$ cat src/hdl/ffba_pkg.sv
// ----------------------------------------------------------------------------
// ffba_pkg
// Shared types and constants of the first-fit block allocator: command and
// status codes, the scan token that travels down the cell chain, and the
// append write broadcast to the cells.
// ----------------------------------------------------------------------------
package ffba_pkg;

  localparam int unsigned MaxBlocksDef   = 64;
  localparam int unsigned HeaderBytesDef = 32;
  localparam int unsigned AddrW          = 32;
  localparam int unsigned CfgIdxW        = 1;

  typedef enum logic [1:0] {
    CMD_ALLOC   = 2'd0,
    CMD_FREE    = 2'd1,
    CMD_REALLOC = 2'd2
  } cmd_e;

  typedef enum logic [2:0] {
    STAT_OK      = 3'd0,
    STAT_ZERO    = 3'd1,
    STAT_LIMIT   = 3'd2,
    STAT_FULL    = 3'd3,
    STAT_UNKNOWN = 3'd4
  } status_e;

  typedef enum logic [CfgIdxW-1:0] {
    CFG_HEAP_BASE  = 1'b0,
    CFG_HEAP_LIMIT = 1'b1
  } cfg_idx_e;

  // scan kinds: first free block large enough (mark used), pointer match
  // (look only), pointer match (mark free)
  typedef enum logic [1:0] {
    OP_FIT   = 2'd0,
    OP_FIND  = 2'd1,
    OP_FREE  = 2'd2
  } tok_op_e;

  typedef enum logic [2:0] {
    S_IDLE  = 3'd0,
    S_FIND  = 3'd1,
    S_FIT   = 3'd2,
    S_FREE  = 3'd3,
    S_RFREE = 3'd4,
    S_EMIT  = 3'd5
  } state_e;

  typedef struct packed {
    logic             vld;
    tok_op_e          op;
    logic [AddrW-1:0] key;
    logic             hit;
    logic [AddrW-1:0] start;
    logic [AddrW-1:0] bytes;
  } tok_t;

  typedef struct packed {
    logic             en;
    logic [AddrW-1:0] start;
    logic [AddrW-1:0] bytes;
  } cell_wr_t;

endpackage

$ cat src/hdl/ffba_cell.sv
// ----------------------------------------------------------------------------
// ffba_cell
// One table entry of the allocator. Holds start, size and free mark of one
// heap block, tests the passing scan token against it and hands the token
// on to the next cell in the cycle after.
// ----------------------------------------------------------------------------
module ffba_cell #(
  parameter int unsigned IDX          = 0,
  parameter int unsigned CNT_W        = 7,
  parameter int unsigned HEADER_BYTES = ffba_pkg::HeaderBytesDef
) (
  input  logic              clk_i,
  input  logic              rst_ni,
  input  logic [CNT_W-1:0]  cnt_i,
  input  ffba_pkg::cell_wr_t wr_i,
  input  ffba_pkg::tok_t    tok_i,
  output ffba_pkg::tok_t    tok_o
);

  logic [ffba_pkg::AddrW-1:0] start_q;
  logic [ffba_pkg::AddrW-1:0] bytes_q;
  logic                       free_q;
  ffba_pkg::tok_t             tok_q, tok_d;

  logic ent_vld;
  logic ptr_hit;
  logic fit_hit;
  logic take;

  assign ent_vld = cnt_i > CNT_W'(IDX);
  assign ptr_hit = (start_q + ffba_pkg::AddrW'(HEADER_BYTES)) == tok_i.key;
  assign fit_hit = free_q && (bytes_q >= tok_i.key);

  always_comb begin
    take = 1'b0;
    if (tok_i.vld && !tok_i.hit && ent_vld) begin
      case (tok_i.op)
        ffba_pkg::OP_FIT:  take = fit_hit;
        ffba_pkg::OP_FIND: take = ptr_hit;
        ffba_pkg::OP_FREE: take = ptr_hit;
        default:           take = 1'b0;
      endcase
    end
    tok_d = tok_i;
    if (take) begin
      tok_d.hit   = 1'b1;
      tok_d.start = start_q;
      tok_d.bytes = bytes_q;
    end
  end

  // entry contents carry no reset: only entries below the count are read
  always_ff @(posedge clk_i) begin
    if (wr_i.en) begin
      start_q <= wr_i.start;
      bytes_q <= wr_i.bytes;
      free_q  <= 1'b0;
    end else if (take) begin
      case (tok_i.op)
        ffba_pkg::OP_FIT:  free_q <= 1'b0;
        ffba_pkg::OP_FREE: free_q <= 1'b1;
        default:           free_q <= free_q;
      endcase
    end
  end

  always_ff @(posedge clk_i or negedge rst_ni) begin
    if (!rst_ni) begin
      tok_q <= '0;
    end else begin
      tok_q <= tok_d;
    end
  end

  assign tok_o = tok_q;

endmodule

$ cat config.mk
export PLATFORM = sky130hd
export DESIGN_NAME = ffba_cell
export DESIGN_NICKNAME = d
export VERILOG_FILES = /design/src/hdl/ffba_pkg.sv /design/src/hdl/ffba_cell.sv
export SDC_FILE = /design/constraint.sdc
export NUM_CORES = 1
export LEC_CHECK = 0
export ABC_CLOCK_PERIOD_IN_PS = 2910
export BUFFER_PORTS_ARGS = -buffer_cell sky130_fd_sc_hd__buf_4
export CORE_MARGIN = 2
export CORE_UTILIZATION = 35
export DETAILED_ROUTE_END_ITERATION = 10
export PLACE_DENSITY = 0.58
export SLEW_MARGIN = 20
export SYNTH_ARGS = -nofsm -noshare
export SYNTH_HDL_FRONTEND = slang
export SYNTH_SLANG_ARGS = --single-unit
$ cat constraint.sdc
create_clock -name clk_i -period 2.91 [get_ports clk_i]
set_input_delay 0.291 -clock clk_i [delete_from_list [all_inputs] [get_ports clk_i]]
set_output_delay 0.291 -clock clk_i [all_outputs]
set_load 0.05 [all_outputs]
==> flow_summary.ini <==
[power_and_ir_drop]
p_seq_share_pct = 42.9
p_switching_uw = 1615
ir_drop_uv = 370.9
pwr-share-clk_pct = 38.9
comb_power_share_pct = 18.2
p_int_uw = 4556
cellLeakagePower_uw = 0.005380
powerDensity_nw_per_um2 = 548.1
p_sw_share_pct = 26.17

[setup_path]
cp-end-kind = register
worstPathMaxFanout = 15
crit_start = start_q[17]$_DFFE_PP_
required_ns = 3.21
crit_type = reg2reg
startpoint_type = register
r2r_start = start_q[17]$_DFFE_PP_
reg2regPathDepth = 14
rr_endpoint = tok_o[8]$_DFF_PN0_
cp.arrival_ns = 3.42
r2r_setup_slack_ns = -0.21

[logic_synthesis]
avgSynthCellArea_um2 = 14.69
async_flop_share_pct = 60.61
synth_top_area_share_pct = 34.21
synth_fp_nets = 708
ys_seq_area_share_pct = 60.75
synth-xor-area-share_pct = 4.669
synthTopCellsByArea = dfrtp_1, edfxtp_1, mux2_4
yosysTopAreaCell = dfrtp_1
synth_mux_area_share_pct = 12.37
synth_edf_count = 64
synthesis.area_um2 = 7316
syn_inst = 498
ys_seq_elements = 165
synth_compound_area_share_pct = 5.678
synth_top_family_by_area = multiplexers
yosys_warnings = 0
synth_most_common_cell = dfrtp_1
synthFlopType = dfrtp_1
synth_cell_types = 51
synth-adder-area-share_pct = 6.157
synthSimpleGateAreaFrac_pct = 7.440
synth_top_cells_by_count = dfrtp_1, edfxtp_1, mux2_4

[placement]
place_hpwl_mm = 15.54
port-buffer-count = 273
dpl_cell_area_um2 = 10180
gp_congestion = 0.8277

[clock_network]
clock-sinks = 165
cts_max_level = 4
root_buffer = clkbuf_16
ctsLongestPathBuffers = 2
numCtsBuffers = 17
cts_tree = yes
clk_latency_ns = 0.42
path_clk_slew_ns = 0.06

[drt]
first_pass_iters = 4
drt_iter0_drc = 148
drc = 0
ant_nets = 0
wl_per_cell_um = 17.81
routed_wl_mm = 20.65
viasPerCell = 4.651
dr_total_vias = 5391

[sta]
drv_slew = 0
finalCriticalPeriod_ns = 3.119
max_freq_ghz = 0.3206
slew-limit-headroom_pct = 39.62
hold_violations = 0
rsz0062_at_grt = true
fin_setup_tns_ns = -11.25
clock_skew_ns = 0.01002
worst_pin_slew_ns = 0.9057
final.setup.worst_slack_ns = -0.2095
finalCritPeriodShare_pct = 107.2
setup_viol = 64

[cells_and_area]
synthToLayoutAreaGrowth_pct = 53.89
fin_nets = 1086
final_cell_area_um2 = 11260
final_layout_size_suffix_gt1_share_pct = 49.94
postLayoutCoreUtil_pct = 55.28
antennaDiodeCount = 0

[run]
max-cap-violations = 0

[floorplan]
io_pins = 274
core-area_um2 = 20360
std_cell_rows = 52
die_area_um2 = 22070
start_util_pct = 35.92
die_w_um = 148.6
die_h_um = 148.6

[global_routing]
grt_use_total_pct = 18.51
antenna_found_initial = 0
first_global_vias = 5806
grt_overflow = 0
grt_pass1_wl_mm = 31.13
grt_max_degree = 67

[min_path]
min_path_cells = 1
hold_class = in2reg
holdPathEnd = tok_o[85]$_DFF_PN0_
min_from = tok_i[85]

[status]
status = complete, but fails checks
violations = negative setup slack
## per-stage QoR
stage,total power (uW),instances,hold slack (ns),worst slack [ns]
after floorplan,3219,498,-0.004591,0.006762
after global placement,3760,1097,0.3679,-0.2943
after detailed placement,3782,1097,0.3783,-0.3927
after CTS,6217,1147,0.0001751,-0.3287
after global routing,6417,1159,0.002833,-0.4318
final,6170,1159,0.02111,-0.2095
## final cells by class
type / count / area [um^2]
Fill cell: 1716 / 9106
Sequential cell: 165 / 4444
Timing Repair Buffer: 367 / 2930
Multi-Input combinational cell: 288 / 2759
Clock buffer: 26 / 575.6
Tap cell: 270 / 337.8
Inverter: 37 / 138.9
Clock inverter: 6 / 72.57
## cell usage in the layout (no fill, tap or decap), drive strengths merged, types with 2 or more instances in the layout
master,Yosys,layout
nand3,6,6
and4,5,5
a2111oi,2,2
nand4,12,12
nor4,8,8
nor3,8,8
xnor2,24,24
inv,37,39
nor2b,3,3
nand2,16,16
dfrtp,100,100
buf,7,343
mux2,64,64
o2111ai,4,4
clkinv,0,2
o21ai,9,9
a211oi,3,3
a31oi,2,2
nor2,11,11
clkbuf,1,28
a21oi,12,12
nor4b,2,2
nor3b,2,2
a2bb2oi,2,2
and3,6,6
dlygate4sd3,0,22
ha,36,36
xor2,15,15
edfxtp,64,64
a21o,11,11
nand2b,7,7
o22ai,2,2
o211ai,4,4
o21a,2,2
## power groups by stage
| stage | Sequential, uW | Combinational, uW | Clock [uW] |
|---|---|---|---|
| after floorplan | 2940 | 276 | 0 |
| after global placement | 2690 | 1070 | 0 |
| after detailed placement | 2690 | 1090 | 0 |
| after CTS | 2650 | 1120 | 2460 |
| after global routing | 2660 | 1210 | 2550 |
| final | 2650 | 1120 | 2400 |
## sequential cells by signal, indices dropped and copies added (netlist names)
name	count
bytes_q	32
free_q	1
start_q	32
tok_o	100
## worst max-delay path, stage by stage (launching register included)
cell       delay, ns
edfxtp_1        0.36
nand3_2         0.15
buf_6           0.16
nor4_4          0.29
buf_6           0.18
and4_4          0.24
nor3_2          0.05
a2111oi_2       0.31
o2111ai_2       0.18
nor4_2          0.16
buf_4           0.17
a21oi_4         0.06
buf_12          0.17
buf_6           0.17
mux2_1          0.34
## routing by layer
| layer | global-route usage, % | wire length (um) | vias up |
|---|---|---|---|
| met1 | 21.96 | 8208 | 2596 |
| met4 | 4.762 | 286 | 0 |
| met3 | 6.442 | 1668 | 20 |
| met5 | 0 | 0 | - |
| met2 | 32.15 | 10480 | 195 |
| li1 | - | - | 2580 |
## logic make-up (layout without fill, tap and decap cells)
logic type / Yosys count / count (layout)
adder cells (fa/ha/maj): 36 / 36
XOR/XNOR: 39 / 39
AO/OA/AOI/OAI: 60 / 60
AND/OR/NAND/NOR: 89 / 89
multiplexers: 64 / 64
buffers and inverters: 45 / 436
flip-flops: 165 / 165
## worst max path at each step
stage	cells past startpoint	endpoint
finish	14	tok_o[8]$_DFF_PN0_
global route	14	tok_o[8]$_DFF_PN0_
CTS	12	tok_o[14]$_DFF_PN0_
detailed placement	12	tok_o[8]$_DFF_PN0_
global placement	13	tok_o[12]$_DFF_PN0_
floorplan	12	tok_o[15]$_DFF_PN0_
## repair_timing
| item | 4_1_cts | 5_1_grt |
|---|---|---|
| endpoints found under the hold margin | 67 | 4 |
| cloned | 0 | 2 |
| endpoints found under the setup margin | 66 | 66 |
| hold buffers | 18 | 4 |
| gates resized for setup | 4 | 17 |
| buffers inserted | 0 | 6 |
| pin swaps | 0 | 3 |
(Power assumes the default switching activity.)
